### src/sv/lph_pkg.sv
`timescale 1ns / 1ps
`default_nettype none
// ----------------------------------------------------------------------------
// lph_pkg
// Shared types and constants of the linear probing hash table.
// ----------------------------------------------------------------------------
package lph_pkg;

    localparam int unsigned TableDepthDef = 256;
    localparam int unsigned DataWidthDef  = 32;
    localparam int unsigned KeyWidthDef   = 64;
    localparam int unsigned PercentScale  = 100;
    localparam logic [6:0]  LoadReset     = 7'd75;

    typedef enum logic [1:0] {
        SLOT_UNUSED  = 2'd0,
        SLOT_USED    = 2'd1,
        SLOT_DELETED = 2'd2
    } t_slot;

    typedef enum logic [1:0] {
        OP_PUT  = 2'd0,
        OP_GET  = 2'd1,
        OP_DEL  = 2'd2,
        OP_NEXT = 2'd3
    } t_op;

    typedef enum logic [2:0] {
        ST_OK      = 3'd0,
        ST_EXISTS  = 3'd1,
        ST_NO_ITEM = 3'd2,
        ST_FULL    = 3'd3,
        ST_LAST    = 3'd4,
        ST_EMPTY   = 3'd5
    } t_status;

    typedef enum logic [3:0] {
        S_CLEAR,
        S_IDLE,
        S_LOAD,
        S_PROBE_RD,
        S_PROBE_EV,
        S_SCAN_RD,
        S_SCAN_EV,
        S_NEXT_RD,
        S_NEXT_EV,
        S_DONE
    } t_state;

endpackage
`default_nettype wire

### src/sv/lph_ctrl.sv
`timescale 1ns / 1ps
`default_nettype none
// ----------------------------------------------------------------------------
// lph_ctrl
// Operation sequencer: probes, scans and updates the slot store.
// ----------------------------------------------------------------------------
module lph_ctrl
    import lph_pkg::*;
#(
    parameter int unsigned DATA_WIDTH  = DataWidthDef,
    parameter int unsigned KEY_WIDTH   = KeyWidthDef,
    // depth is a power of two: the start slot is the low hash bits
    localparam int unsigned TABLE_DEPTH = TableDepthDef,
    localparam int unsigned AW = $clog2(TABLE_DEPTH),
    localparam int unsigned CW = $clog2(TABLE_DEPTH + 1)
) (
    input  wire logic                  i_clk,
    input  wire logic                  i_rst_n,
    input  wire logic                  start,
    input  wire logic [1:0]            i_kind,
    input  wire logic [63:0]           i_key,
    input  wire logic [31:0]           i_key_hash,
    input  wire logic [31:0]           i_value,
    input  wire logic [6:0]            i_max_load,
    output logic                       busy,
    output logic                       o_done,
    output logic [2:0]                 o_status,
    output logic [31:0]                o_found_value,
    output logic [63:0]                o_found_key,
    output logic [CW-1:0]              o_occ,
    output logic [AW-1:0]              o_rd_addr,
    output logic                       o_st_we,
    output logic [AW-1:0]              o_wr_addr,
    output t_slot                      o_st_wdata,
    output logic                       o_kv_we,
    output logic [KEY_WIDTH-1:0]       o_key_wdata,
    output logic [DATA_WIDTH-1:0]      o_val_wdata,
    input  wire t_slot                 i_st_rdata,
    input  wire logic [KEY_WIDTH-1:0]  i_key_rdata,
    input  wire logic [DATA_WIDTH-1:0] i_val_rdata
);

    localparam int unsigned PW = CW + 7;

    t_state                r_state, n_state;
    t_op                   r_op, n_op;
    logic [KEY_WIDTH-1:0]  r_key, n_key;
    logic [DATA_WIDTH-1:0] r_val, n_val;
    logic [AW-1:0]         r_idx, n_idx;
    logic [CW-1:0]         r_cnt, n_cnt;
    logic [CW-1:0]         r_occ, n_occ;
    logic [CW-1:0]         r_iter, n_iter;
    logic                  r_wrap, n_wrap;
    logic [2:0]            r_status, n_status;
    logic [31:0]           r_fval, n_fval;
    logic [63:0]           r_fkey, n_fkey;

    logic [PW-1:0] w_load_num;
    logic [PW-1:0] w_limit;
    logic          w_last_idx;

    // occupied*100/depth >= limit  <=>  occupied*100 >= limit*depth
    assign w_load_num = PW'(r_occ) * PW'(PercentScale);
    assign w_limit    = PW'(i_max_load) * PW'(TABLE_DEPTH);
    assign w_last_idx = (r_idx == AW'(TABLE_DEPTH - 1));

    always_ff @(posedge i_clk) begin
        if (!i_rst_n) begin
            r_state <= S_CLEAR;
            r_idx   <= '0;
            r_occ   <= '0;
            r_iter  <= '0;
        end else begin
            r_state <= n_state;
            r_idx   <= n_idx;
            r_occ   <= n_occ;
            r_iter  <= n_iter;
        end
    end

    always_ff @(posedge i_clk) begin
        r_op     <= n_op;
        r_key    <= n_key;
        r_val    <= n_val;
        r_cnt    <= n_cnt;
        r_wrap   <= n_wrap;
        r_status <= n_status;
        r_fval   <= n_fval;
        r_fkey   <= n_fkey;
    end

    always_comb begin
        n_state     = r_state;
        n_op        = r_op;
        n_key       = r_key;
        n_val       = r_val;
        n_idx       = r_idx;
        n_cnt       = r_cnt;
        n_occ       = r_occ;
        n_iter      = r_iter;
        n_wrap      = r_wrap;
        n_status    = r_status;
        n_fval      = r_fval;
        n_fkey      = r_fkey;
        o_rd_addr   = r_idx;
        o_st_we     = 1'b0;
        o_wr_addr   = r_idx;
        o_st_wdata  = SLOT_UNUSED;
        o_kv_we     = 1'b0;
        o_key_wdata = r_key;
        o_val_wdata = r_val;
        busy        = 1'b1;
        o_done      = 1'b0;
        case (r_state)
            S_CLEAR: begin
                // sweep every status entry to unused after reset
                o_st_we = 1'b1;
                n_idx   = r_idx + 1'b1;
                if (w_last_idx) begin
                    n_idx   = '0;
                    n_state = S_IDLE;
                end
            end
            S_IDLE: begin
                busy = 1'b0;
                if (start) begin
                    n_op     = t_op'(i_kind);
                    n_key    = i_key[KEY_WIDTH-1:0];
                    n_val    = i_value[DATA_WIDTH-1:0];
                    n_idx    = i_key_hash[AW-1:0];
                    n_cnt    = '0;
                    n_wrap   = 1'b0;
                    n_status = ST_OK;
                    n_fval   = '0;
                    n_fkey   = '0;
                    n_state  = S_LOAD;
                end
            end
            S_LOAD: begin
                case (r_op)
                    OP_PUT, OP_GET, OP_DEL: begin
                        n_state = S_PROBE_RD;
                    end
                    default: begin
                        if (r_occ == '0) begin
                            n_status = ST_EMPTY;
                            n_state  = S_DONE;
                        end else begin
                            // iter position equal to depth restarts at slot 0
                            n_idx = (r_iter >= CW'(TABLE_DEPTH)) ? '0 : r_iter[AW-1:0];
                            n_wrap  = (r_iter >= CW'(TABLE_DEPTH)) || (r_iter == '0);
                            n_state = S_SCAN_RD;
                        end
                    end
                endcase
                if (r_op == OP_PUT && w_load_num >= w_limit) begin
                    n_status = ST_FULL;
                    n_state  = S_DONE;
                end
            end
            S_PROBE_RD: begin
                n_state = S_PROBE_EV;
            end
            S_PROBE_EV: begin
                n_state = S_PROBE_RD;
                if (r_op == OP_PUT) begin
                    if (i_st_rdata != SLOT_USED) begin
                        o_st_we    = 1'b1;
                        o_st_wdata = SLOT_USED;
                        o_kv_we    = 1'b1;
                        if (r_occ < CW'(TABLE_DEPTH)) begin
                            n_occ = r_occ + 1'b1;
                        end
                        n_status = ST_OK;
                        n_state  = S_DONE;
                    end else if (i_key_rdata == r_key) begin
                        n_status = ST_EXISTS;
                        n_state  = S_DONE;
                    end
                end else begin
                    if (i_st_rdata == SLOT_UNUSED) begin
                        n_status = ST_NO_ITEM;
                        n_state  = S_DONE;
                    end else if (i_st_rdata == SLOT_USED && i_key_rdata == r_key) begin
                        if (r_op == OP_GET) begin
                            n_fval = 32'(i_val_rdata);
                        end else begin
                            o_st_we    = 1'b1;
                            o_st_wdata = SLOT_DELETED;
                        end
                        n_status = ST_OK;
                        n_state  = S_DONE;
                    end
                end
                if (n_state == S_PROBE_RD) begin
                    n_idx = r_idx + 1'b1;
                    n_cnt = r_cnt + 1'b1;
                    if (r_cnt == CW'(TABLE_DEPTH - 1)) begin
                        n_status = (r_op == OP_PUT) ? ST_FULL : ST_NO_ITEM;
                        n_state  = S_DONE;
                    end
                end
            end
            S_SCAN_RD: begin
                n_state = S_SCAN_EV;
            end
            S_SCAN_EV: begin
                if (i_st_rdata == SLOT_USED) begin
                    n_fkey  = 64'(i_key_rdata);
                    n_fval  = 32'(i_val_rdata);
                    n_state = S_NEXT_RD;
                    if (w_last_idx) begin
                        n_status = ST_LAST;
                        n_iter   = '0;
                        n_state  = S_DONE;
                    end else begin
                        n_idx = r_idx + 1'b1;
                    end
                end else if (w_last_idx) begin
                    if (r_wrap) begin
                        n_status = ST_EMPTY;
                        n_iter   = '0;
                        n_state  = S_DONE;
                    end else begin
                        // wrap once to slot 0
                        n_wrap  = 1'b1;
                        n_idx   = '0;
                        n_state = S_SCAN_RD;
                    end
                end else begin
                    n_idx   = r_idx + 1'b1;
                    n_state = S_SCAN_RD;
                end
            end
            S_NEXT_RD: begin
                n_state = S_NEXT_EV;
            end
            S_NEXT_EV: begin
                if (i_st_rdata == SLOT_USED) begin
                    n_iter  = CW'(r_idx);
                    n_state = S_DONE;
                end else if (w_last_idx) begin
                    n_status = ST_LAST;
                    n_iter   = '0;
                    n_state  = S_DONE;
                end else begin
                    n_idx   = r_idx + 1'b1;
                    n_state = S_NEXT_RD;
                end
            end
            S_DONE: begin
                o_done  = 1'b1;
                n_state = S_IDLE;
            end
            default: begin
                n_state = S_IDLE;
            end
        endcase
    end

    assign o_status      = r_status;
    assign o_found_value = r_fval;
    assign o_found_key   = r_fkey;
    assign o_occ         = r_occ;

endmodule
`default_nettype wire

### config.mk
export PLATFORM = sky130hd
export DESIGN_NAME = lph_ctrl
export DESIGN_NICKNAME = d
export VERILOG_FILES = /design/src/sv/lph_pkg.sv /design/src/sv/lph_ctrl.sv
export SDC_FILE = /design/constraint.sdc
export NUM_CORES = 1
export LEC_CHECK = 0
export BUFFER_PORTS_ARGS = -buffer_cell sky130_fd_sc_hd__buf_2
export CAP_MARGIN = 20
export CORE_AREA = 2 2 180 182
export CTS_BUF_LIST = sky130_fd_sc_hd__clkbuf_4
export CTS_CLUSTER_SIZE = 24
export DETAILED_ROUTE_END_ITERATION = 8
export DIE_AREA = 0 0 182 184
export SLEW_MARGIN = 20
export SYNTH_ARGS = -nofsm -noshare
export SYNTH_HDL_FRONTEND = slang
export SYNTH_SLANG_ARGS = --single-unit
### constraint.sdc
create_clock -name i_clk -period 5.6 [get_ports i_clk]
set_input_delay 0.84 -clock i_clk [delete_from_list [all_inputs] [get_ports i_clk]]
set_output_delay 0.84 -clock i_clk [all_outputs]
set_load 0.01 [all_outputs]
## After elaboration in Yosys (flattened, before gate mapping)

Index checks and enable logic that the tools add are counted.

- Bits in registers: 237
- Input bits: 238
- Output and inout bits: 226
- Word-level logic and storage cells: 170

- $add $sub $neg: 3
- Multipliers: 1
- $lt $le $gt $ge: 3
- Eq/ne operators: 35
- Multiplexer cells: 90
- Reductions and logical operators: 26

Operators by type and width:

| operator | number |
|---|---|
| 32-bit 2-to-1 mux | 6 |
| 64-bit 2-to-1 mux | 2 |
| 64-bit case mux with 2 select lines | 1 |
| 32-bit case mux with 3 select lines | 1 |
| 8-bit 2-to-1 mux | 11 |
| 4-bit 2-to-1 mux | 18 |
| 64-bit equality test | 1 |
| 9-bit 2-to-1 mux | 7 |
| 3-bit 2-to-1 mux | 16 |
| 8-bit case mux with 6 select lines | 1 |
| 4-bit case mux with 9 select lines | 1 |
| 9-bit case mux with 2 select lines | 2 |
| 2-bit inequality test (second input constant) | 13 |
| 7-bit AND reduction | 3 |
| 9-bit by 1-bit adder with 9-bit output (second input constant) | 2 |
| 9-bit zero test | 2 |
| 4-bit by 3-bit equality test with 1-bit output (second input constant) | 4 |
| 16-bit by 15-bit greater-or-equal comparator with 1-bit output | 1 |
| 1-bit 2-to-1 mux | 16 |
| 3-bit case mux with 5 select lines | 1 |
| 9-bit by 5-bit multiplier with 14-bit output (second input constant) | 1 |
| 4-bit by 2-bit equality test with 1-bit output (second input constant) | 3 |
| 3-bit inequality test (second input constant) | 4 |
| 2-bit 2-to-1 mux | 5 |
| 26 further kinds | 36 |

## Longest topological paths before layout

Gate-level depths: netlist (run 1).

- Depth after elaboration: 9
- Mapped depth: 20
- Gate-level depth less buffers: 20

## Worst setup path after synthesis (run 1)

OpenSTA, ideal clock, no wires.

- Path type: register to register
- Start point: register r_occ[2] (netlist: o_occ[2])
- End point: register r_status[0] (netlist: o_status[0]), enable pin
- Setup time: 0.251 ns
- Arrival time: 4.030 ns
- Data required time: 5.349 ns
- Slack: 1.318 ns
- Cell stages (with the launch flop): 20
- Buffers on the path: 0
- Clock period less this slack: 4.282 ns
- Cells stage by stage: dfxtp_1 -> inv_1 -> ha_1 -> ha_1 -> fa_1 -> ha_1 -> nor2b_1 -> o21ai_0 -> nand2b_1 -> a21o_1 -> a21o_1 -> a31oi_1 -> xnor2_1 -> ha_1 -> o2111ai_1 -> a21oi_1 -> a211o_1 -> nand2_1 -> nand3_1 -> o221a_2

- Word-level cells in the longest chain between the ends: 5
- Elaborated cells between the ends (all ways): 7
- Those cells by class: mul (1); order compare (1); eq/ne (2); reduce/logical (3)

RTL lines:

| element | RTL line | RTL |
|---|---|---|
| start: declaration | lph_ctrl.sv:51 | `logic [CW-1:0] r_occ, n_occ;` |
| start signal: assignment | lph_ctrl.sv:76 | `r_occ <= n_occ;` |
| 9-bit by 5-bit multiplier with 14-bit output | lph_ctrl.sv:63 | `assign w_load_num = PW'(r_occ) * PW'(PercentScale);` |
| 16-bit by 15-bit greater-or-equal comparator with 1-bit output | lph_ctrl.sv:156 | `if (r_op == OP_PUT && w_load_num >= w_limit) begin` |
| 1-bit logical AND | lph_ctrl.sv:156 |  |
| 3-bit inequality test (no line) | -- |  |
| 7-bit AND reduction (no line) * | -- |  |
| end signal: assignment | lph_ctrl.sv:87 | `r_status <= n_status;` |
| end: declaration | lph_ctrl.sv:54 | `logic [2:0] r_status, n_status;` |

Mark *: on every way between the ends. The rest lies on a longest branch, timed or not.
A chain may end at the register's enable or synchronous reset.

## Final worst setup path (run 1)

Same ends and word-level chain as after synthesis.

==> Flow_metrics.wiki, run 1 <==
{| class="wikitable"
! Metric !! Value
|-
| Insertion delay to the later sink of the worst-skew pair || ~0.75 ns
|-
| Ys Warns || 0
|-
| Worst slew margin relative to its limit || between 20 and 30%
|-
| Maximum number of pins on one net before global-route repair || 65
|-
| GRT Util Overall || 20.50%
|-
| Wire length of the first global-routing pass || roughly 50 mm
|-
| Final hold violations || 0
|-
| Clock tree from TritonCTS || built
|-
| TritonCTS sink count || approximately 240
|-
| Worst Hold Class || in2reg
|-
| Nets || about 1600
|-
| Element type at the critical path start || flop
|-
| Number of max-cap violations || 0
|-
| Number of register bits inferred by synthesis || 237
|-
| Routed vias || slightly below 9000
|-
| Fraction of final layout cells with drive strength greater than 1 || between 40% and 50%
|-
| Clock skew after layout || 0.04655 ns
|-
| CORE AREA || around 31000 sq um
|-
| Main area contributors after synthesis || sky130_fd_sc_hd__edfxtp_1 57%, sky130_fd_sc_hd__xor2_1 5.7%, sky130_fd_sc_hd__and2_1 5.7%, sky130_fd_sc_hd__dfxtp_1 5.5%, sky130_fd_sc_hd__ha_1 5.2%
|-
| Hold worst-path end || o_val_wdata[11]$_DFFE_PP_
|-
| Final period utilization || around 80%
|-
| Clk root buf || sky130_fd_sc_hd__clkbuf_4
|-
| Count of flip-flops with a built-in enable after synthesis || between 200 and 250
|-
| Top cell type by total area after synthesis || sky130_fd_sc_hd__edfxtp_1
|-
| Start of the worst register-to-register path || o_occ[2]$_SDFFE_PN0P_
|-
| GR Overflow Total || 0
|-
| Stage delay of the slowest cell on the critical path || approximately 0.46 ns
|-
| Worst-case clock buffer depth || 3
|-
| Number of clock buffers inserted by TritonCTS || between 70 and 80
|-
| Number of antenna violations at the first check in global routing || 10
|-
| Final Util || between 40% and 50%
|-
| Drt drc || 0
|-
| Count of final setup violators || 0
|-
| H-tree levels || 3
|-
| Hpwl dp || 27.39 mm
|-
| Reg2Reg Setup Slack || about 1.1 ns
|-
| Vias per cell || between 4 and 5
|-
| Proportion of synthesized area in mux cells || less than 1%
|-
| Horizontal die dimension || about 180 um
|-
| Leakage Power || 0.006089 uW
|-
| Gate Count Post-Synth || approximately 840
|-
| Required time reported for the critical path endpoint || slightly above 6 ns
|-
| Cts hold-fix bufs || 0
|-
| Ranking of synthesized cells by instance count || 207 x sky130_fd_sc_hd__edfxtp_1, 100 x sky130_fd_sc_hd__and2_1, 72 x sky130_fd_sc_hd__xor2_1
|-
| Hold Path Origin || i_value[11]
|-
| Endpoint of the most critical register-to-register path || o_status[0]$_DFFE_PP_
|-
| Die height || ~180 um
|-
| Most prevalent standard cell on the critical path || sky130_fd_sc_hd__ha_1
|-
| Nature of the critical path endpoint || flop
|-
| Parity-gate share of the synthesized area counting xor and xnor cells || 6.864%
|-
| Critical path fanouts, max || 5
|-
| Final-report max-slew violation count || 0
|-
| Time the final worst path needs with I/O delays and setup || roughly 4.5 ns
|-
| Non-filler instance count after layout || between 1500 and 2000
|-
| Unrepaired setup endpoints after global routing || false
|-
| Dominant combinational cell family by area after synthesis || simple AND/OR/NAND/NOR gates
|-
| Fraction of the mapped netlist area in compound gates || 7.924%
|-
| Layout area overhead || 32.11%
|-
| Sequential area share after synthesis || between 60% and 70%
|-
| Final Routed Wirelength || between 30 and 40 mm
|-
| Setup Crit Path Kind || reg2reg
|-
| Pwr dens || about 260 nW/um^2
|-
| Number of ports placed on the die boundary || ~460
|-
| Post-CTS Setup Bufs || 0
|-
| Synthesized area per cell || approximately 13 sq um
|-
| Final GP Congestion || around 0.87
|-
| Peak supply drop || 234.9 uV
|-
| Synthesized cell area || between 10000 and 15000 sq um
|-
| Measured slew at the worst slew-check pin || 1.084 ns
|-
| Starting DRC count in detailed routing || roughly 560
|-
| Fillers || between 2000 and 3000
|-
| Worst reg2reg path depth || 19
|-
| Critical-path cell list || inv_1, ha_1, ha_1, fa_1, ha_1, nor2b_1, o21ai_0, nand2b_1, a21o_1, a21o_1, a31oi_1, xnor2_1, ha_1, o2111ai_1, a21oi_1, a211o_1, nand2_1, nand3_1, o221a_2
|-
| Number of global-route vias before repair || 8651
|-
| Clock transition at the register clock pins on the worst setup and hold paths after CTS || approximately 0.07 ns
|-
| Post-synth net total || approximately 1100
|-
| Number of I/O port buffers || between 400 and 500
|-
| WL per Instance || approximately 20 um
|-
| Max Freq || 220.7 MHz
|-
| Status || finished clean
|-
| Cells after DPL || approximately 1700
|-
| Number of cell rows || 65
|-
| Async set-or-reset flop fraction in the synthesized netlist || 0%
|-
| Synth Area in Simple Gates || 14.18%
|-
| Arr. time, crit path || 5.01 ns
|-
| Synthesized-area fraction occupied by adder cells || under 10%
|-
| Initial core utilization || about a third
|-
| Synth cell types || 71
|-
| Remaining antenna violation count || 0
|-
| Crit-path slowest cell || sky130_fd_sc_hd__fa_1
|-
| Count leader, synth || sky130_fd_sc_hd__edfxtp_1
|-
| Worst Hold Path Cells || 1
|-
| Worst Hold Slack || between 0.2 and 0.3 ns
|-
| Top-area cell type share of the netlist area || about 57%
|-
| Post-cts repair resize count || 0
|-
| Top_reg_cell synth || sky130_fd_sc_hd__edfxtp_1
|-
| Initial DRT Pass Iterations || 5
|-
| Fin Setup TNS || 0 ns
|-
| Area of the die || about 33000 sq um
|}
-- state kept, by name, indices dropped and copies added, names as in the netlist, 4 cells and up --
| register | flops |
|---|---|
| o_found_key | 64 |
| o_key_wdata | 64 |
| o_found_value | 32 |
| o_val_wdata | 32 |
| o_occ | 9 |
| r_cnt | 9 |
| r_iter | 9 |
| o_rd_addr | 8 |
| r_state | 4 |
-- cells by family after synthesis --
group,Yosys count
compound gates,125
xor+xnor,86
fa+ha+maj,50
buf+inv,70
flops,237
mux,1
simple gates,273
-- critical path: cells and delay by family (launching register included) --
family | cells | cell delay [ns]
AOI/OAI and AO/OA | 8 | 1.47
xor gates and xnor gates | 1 | 0.14
adders and majority gates | 5 | 1.69
buffers and inverters | 1 | 0.10
DFF | 1 | 0.40
and+or+nand+nor | 4 | 0.44
-- how the worst max path moves through the flow --
stage | to | from | slack (ns)
floorplan | o_status[0]$_DFFE_PP_ | o_occ[2]$_SDFFE_PN0P_ | 1.32
global placement | o_status[0]$_DFFE_PP_ | o_occ[2]$_SDFFE_PN0P_ | 1.08
detailed placement | o_status[0]$_DFFE_PP_ | o_occ[2]$_SDFFE_PN0P_ | 1.09
CTS | o_status[0]$_DFFE_PP_ | o_occ[2]$_SDFFE_PN0P_ | 1.02
global route | o_status[0]$_DFFE_PP_ | o_occ[2]$_SDFFE_PN0P_ | 0.76
finish | o_status[0]$_DFFE_PP_ | o_occ[2]$_SDFFE_PN0P_ | 1.07
-- cell type report --
class | count | area, sq um | area share, %
multi-input combinational | 535 | 3879 | 26.75
tap | 402 | 503.0 | 3.469
sequential | 237 | 6817 | 47.02
inverter | 32 | 122.6 | 0.8458
antenna | 7 | 17.52 | 0.1208
clock buffer | 108 | 810.8 | 5.592
clock inverter | 17 | 98.84 | 0.6818
timing repair buffer | 446 | 2250 | 15.52
-- per-stage QoR --
step	power, uW	instance area, sq um	setup slack, ns
floorplan	1983	10970	1.318
global placement	2081	13570	1.078
detailed placement	2082	13570	1.086
CTS	3808	14480	1.019
global route	3902	14490	0.7586
finish	3740	14500	1.068
-- placed cells by master, fill, tap and decap left out, types with 7 or more instances in the layout --
cell and n:
sky130_fd_sc_hd__a21o_1 12, sky130_fd_sc_hd__a21oi_1 24, sky130_fd_sc_hd__a22oi_1 10, sky130_fd_sc_hd__and2_1 100, sky130_fd_sc_hd__and3_1 10, sky130_fd_sc_hd__buf_2 439
sky130_fd_sc_hd__buf_4 7, sky130_fd_sc_hd__clkbuf_4 108, sky130_fd_sc_hd__clkinv_1 12, sky130_fd_sc_hd__dfxtp_1 30, sky130_fd_sc_hd__diode_2 7, sky130_fd_sc_hd__edfxtp_1 207
sky130_fd_sc_hd__ha_1 46, sky130_fd_sc_hd__inv_1 30, sky130_fd_sc_hd__nand2_1 31, sky130_fd_sc_hd__nand3_1 16, sky130_fd_sc_hd__nand4_1 12, sky130_fd_sc_hd__nor2_1 49
sky130_fd_sc_hd__nor2b_1 7, sky130_fd_sc_hd__nor4_1 18, sky130_fd_sc_hd__o21ai_0 18, sky130_fd_sc_hd__o21ai_1 7, sky130_fd_sc_hd__xnor2_1 14, sky130_fd_sc_hd__xor2_1 72
-- report_power, final --
| group | internal (uW) | switching (uW) | leakage (uW) |
|---|---|---|---|
| clock network | 922 | 773 | 0.000543 |
| registers | 1910 | 3.85 | 0.00196 |
| logic | 71.3 | 63.8 | 0.00359 |
| total | 2900 | 841 | 0.00609 |
-- metal layers --
layer / part of all wire, % / routed length [um] / global-route usage [%] / vias to the layer above
li1: - / - / - / 4089
met1: 38 / 13680 / 23.69 / 4122
met2: 48 / 17220 / 33.10 / 443
met3: 10 / 3609 / 8.815 / 74
met4: 3.4 / 1217 / 9.290 / 8
met5: 0.12 / 43 / 0 / -
(Power assumes the default switching activity.)
==> inputs of run 2 (changes only) <==
Settings changed: ABC_AREA set to 1, CORE_AREA 2 2 180 182 to 2 2 178 180, DIE_AREA 0 0 182 184 to 0 0 180 182, PLACE_DENSITY set to 0.68.
Clock period 5.6 ns to 4 ns, I/O delays scaled along.
==> run 2 against run 1 <==
  * Die area shrank 2.2%
  * Final area is 6.9% higher
  * Count of clock-buffer cells in the layout is 12 lower
  * Combinational power is 73% higher
  * Worst hold slack got worse by 0.15 ns
  * Synthesized cell count up 47%
  * Largest power group unchanged
  * Clock skew is 0.025 ns higher
  * Critical endpoint is now r_state[1]$_SDFFE_PN0P_
  * Area after synthesis up 6.9%
==> Flow_metrics.wiki, run 2 <==
{| class="wikitable"
! Metric !! Value
|-
| Status || finished clean
|-
| Most prevalent standard cell on the critical path || sky130_fd_sc_hd__nand2_1
|-
| Final period utilization || 95.27% (+14 points)
|-
| Measured slew at the worst slew-check pin || 1.061 ns (-0.02278 ns)
|-
| Crit-path slowest cell || sky130_fd_sc_hd__fa_1
|-
| Total power || 5180 uW (+39%)
|-
| Final hold violations || 0 (unchanged)
|-
| Time the final worst path needs with I/O delays and setup || 3.811 ns (-0.7208 ns)
|-
| Ys Warns || 0 (unchanged)
|-
| Non-filler instance count after layout || 2193 (+23%)
|-
| Setup Crit Path Kind || reg2reg
|-
| H-tree levels || 3 (unchanged)
|-
| Initial DRT Pass Iterations || 7 (+2)
|-
| Clock transition at the register clock pins on the worst setup and hold paths after CTS || 0.07 ns (about the same)
|-
| Post-synth net total || 1529 (+35%)
|-
| Fraction of final layout cells with drive strength greater than 1 || 36.00% (-6.1 points)
|-
| Synthesized area per cell || 9.449 sq um (-28%)
|-
| Critical path fanouts, max || 3 (-2)
|-
| Sequential area share after synthesis || 58.13% (-4.0 points)
|-
| Pwr dens || 334.2 nW/um^2 (+30%)
|-
| Fin Setup TNS || 0 ns (unchanged)
|-
| TritonCTS sink count || 237 (unchanged)
|-
| Remaining antenna violation count || 0 (unchanged)
|-
| Top delay family on crit path || adder cells
|-
| Ranking of synthesized cells by instance count || 282 x sky130_fd_sc_hd__nand2_1, 221 x sky130_fd_sc_hd__inv_1, 207 x sky130_fd_sc_hd__edfxtp_1
|-
| Wire length of the first global-routing pass || 54.61 mm (+7.8%)
|-
| Area of the die || 32760 sq um (-2.2%)
|-
| Fillers || 2929 (-1.7%)
|-
| Count of flip-flops with a built-in enable after synthesis || 207 (unchanged)
|-
| Clock skew after layout || 0.07155 ns (+0.02499 ns)
|-
| Clock tree from TritonCTS || built
|-
| Routed vias || 10320 (+18%)
|-
| Main area contributors after synthesis || sky130_fd_sc_hd__edfxtp_1 53%, sky130_fd_sc_hd__nand2_1 9.0%, sky130_fd_sc_hd__inv_1 7.1%, sky130_fd_sc_hd__nor2_1 6.1%, sky130_fd_sc_hd__dfxtp_1 5.1%
|-
| Number of antenna violations at the first check in global routing || 9 (-1)
|-
| Worst Hold Class || in2reg
|-
| Worst Hold Slack || 0.1131 ns (-0.1469 ns)
|-
| GRT Util Overall || 21.38% (+0.89 points)
|-
| Number of max-cap violations || 0 (unchanged)
|-
| Top-area cell type share of the netlist area || 53.01% (-3.6 points)
|-
| Element type at the critical path start || flop
|-
| Arr. time, crit path || 4.37 ns (-0.64 ns)
|-
| Worst slew margin relative to its limit || 29.11% (+1.5 points)
|-
| Final-report max-slew violation count || 0 (unchanged)
|-
| Count of final setup violators || 0 (unchanged)
|-
| GR Overflow Total || 0 (unchanged)
|-
| Cells after DPL || 2078 (+26%)
|-
| Number of ports placed on the die boundary || 464 (unchanged)
|-
| Number of register bits inferred by synthesis || 237 (unchanged)
|-
| Number of global-route vias before repair || 10110 (+17%)
|-
| Layout area overhead || 32.17% (about the same)
|-
| Maximum number of pins on one net before global-route repair || 65 (unchanged)
|-
| Initial core utilization || 37.84% (+2.9 points)
|-
| Cts hold-fix bufs || 0 (unchanged)
|-
| Gate Count Post-Synth || 1241 (+47%)
|-
| Nets || 2034 (+26%)
|-
| Clk root buf || sky130_fd_sc_hd__clkbuf_4
|-
| Horizontal die dimension || 180 um (-1.1%)
|-
| Insertion delay to the later sink of the worst-skew pair || 0.65 ns (-0.10 ns)
|-
| Commonest non-fill, non-tap cell in the layout || sky130_fd_sc_hd__buf_2
|-
| Final GP Congestion || 0.9103 (+5.2%)
|-
| Die height || 182 um (-1.1%)
|-
| Stage delay of the slowest cell on the critical path || 0.49 ns (+0.03 ns)
|-
| Synth cell types || 51 (-28%)
|-
| Peak supply drop || 215.7 uV (-8.2%)
|-
| Async set-or-reset flop fraction in the synthesized netlist || 0% (unchanged)
|-
| Number of I/O port buffers || 439 (unchanged)
|-
| Number of cell rows || 65 (unchanged)
|-
| Worst-case clock buffer depth || 3 (unchanged)
|-
| Top_reg_cell synth || sky130_fd_sc_hd__edfxtp_1
|-
| Number of clock buffers inserted by TritonCTS || 69 (-2.8%)
|-
| WL per Instance || 16.37 um (-18%)
|-
| Leading cell types in the layout, fill and taps excluded || 439 x sky130_fd_sc_hd__buf_2, 277 x sky130_fd_sc_hd__nand2_1, 219 x sky130_fd_sc_hd__inv_1
|-
| Leakage Power || 0.007711 uW (+27%)
|-
| Vias per cell || 4.706 (-3.9%)
|-
| Drt drc || 0 (unchanged)
|-
| Crit path buffers/inverters || 6 (+5)
|-
| Count leader, synth || sky130_fd_sc_hd__nand2_1
|-
| Post-CTS Setup Bufs || 0 (unchanged)
|-
| Nature of the critical path endpoint || flop
|-
| CORE AREA || 30990 sq um (-1.3%)
|-
| Hpwl dp || 27.21 mm (-0.67%)
|-
| Final Routed Wirelength || 35.89 mm (+0.36%)
|-
| Required time reported for the critical path endpoint || 4.56 ns (-1.52 ns)
|-
| Synthesized cell area || 11730 sq um (+6.9%)
|-
| Max Freq || 262.4 MHz (+19%)
|-
| Top cell type by total area after synthesis || sky130_fd_sc_hd__edfxtp_1
|-
| Starting DRC count in detailed routing || 623 (+12%)
|}
-- run 2: path summary, 6_finish.rpt --
kind | start | endpoint | slack [ns] | cells past startpoint
min reg2reg | r_iter[8]$_SDFFE_PN0P_ | r_iter[8]$_SDFFE_PN0P_ | 0.47 | 2
min | i_key[32] | o_key_wdata[32]$_DFFE_PP_ | 0.11 | 1
max | o_occ[5]$_SDFFE_PN0P_ | r_state[1]$_SDFFE_PN0P_ | 0.19 | 27
max reg2reg | o_occ[5]$_SDFFE_PN0P_ | r_state[1]$_SDFFE_PN0P_ | 0.19 | 27
-- run 2: repair_timing --
| action | CTS | global route |
|---|---|---|
| pin swaps | 1 | 20 |
| endpoints found under the setup margin | 6 | 7 |
| endpoints found under the hold margin | 0 | 0 |
| resized for setup | 5 | 27 |
-- run 2: stage by stage --
| step | cell area [sq um] | worst slack, ns | util, % |
|---|---|---|---|
| after global routing | 15500 | -0.04205 | 50.01 |
| after floorplan | 11730 | 0.1064 | - |
| after global placement | 14510 | 0.01829 | 46.82 |
| final | 15500 | 0.1890 | 50.02 |
| after CTS | 15390 | 0.005199 | 49.67 |
| after detailed placement | 14510 | 0.008180 | 46.82 |
-- run 2: per-layer routing --
metal | GRT usage (%) | share of wire (%)
met4 | 9.398 | 3.4
met5 | 0 | 0.13
met2 | 34.68 | 47
met3 | 6.278 | 8.7
met1 | 26.55 | 41
-- run 2: power breakdown --
part / switching, uW / internal, uW / total, uW
registers: 6.60 / 2670 / 2670
logic: 121 / 112 / 233
clock network: 1050 / 1230 / 2270
-- run 2: area by class of cell --
type	instances	area [sq um]	area share (%)
diodes	5	12.51	0.08073
clock buffers	96	720.7	4.650
clock inverters	15	120.1	0.7750
inverters	241	909.6	5.869
multi-input cells	737	4019	25.93
flip-flops and latches	237	6822	44.01
well taps	402	503.0	3.245
repair buffers	460	2392	15.44
-- run 2: kinds of logic (layout without fill, tap and decap cells) --
group | count (synthesis) | after routing | share of synthesized area [%]
xor gates and xnor gates | 28 | 28 | 2.091
DFF | 237 | 237 | 58.13
AOI/OAI and AO/OA | 96 | 96 | 4.706
other | 0 | 5 | 0
buffers and inverters | 267 | 812 | 9.048
adders and majority gates | 50 | 50 | 5.591
and+or+nand+nor | 563 | 563 | 20.43
-- run 2: worst register-to-register path, delay by kind of cell, from the launching register on --
family / cells / cell delay [ns]
fa+ha+maj: 5 / 1.55
compound gates: 4 / 0.57
xor+xnor: 1 / 0.17
buf+inv: 6 / 0.38
flops: 1 / 0.32
simple gates: 11 / 0.73
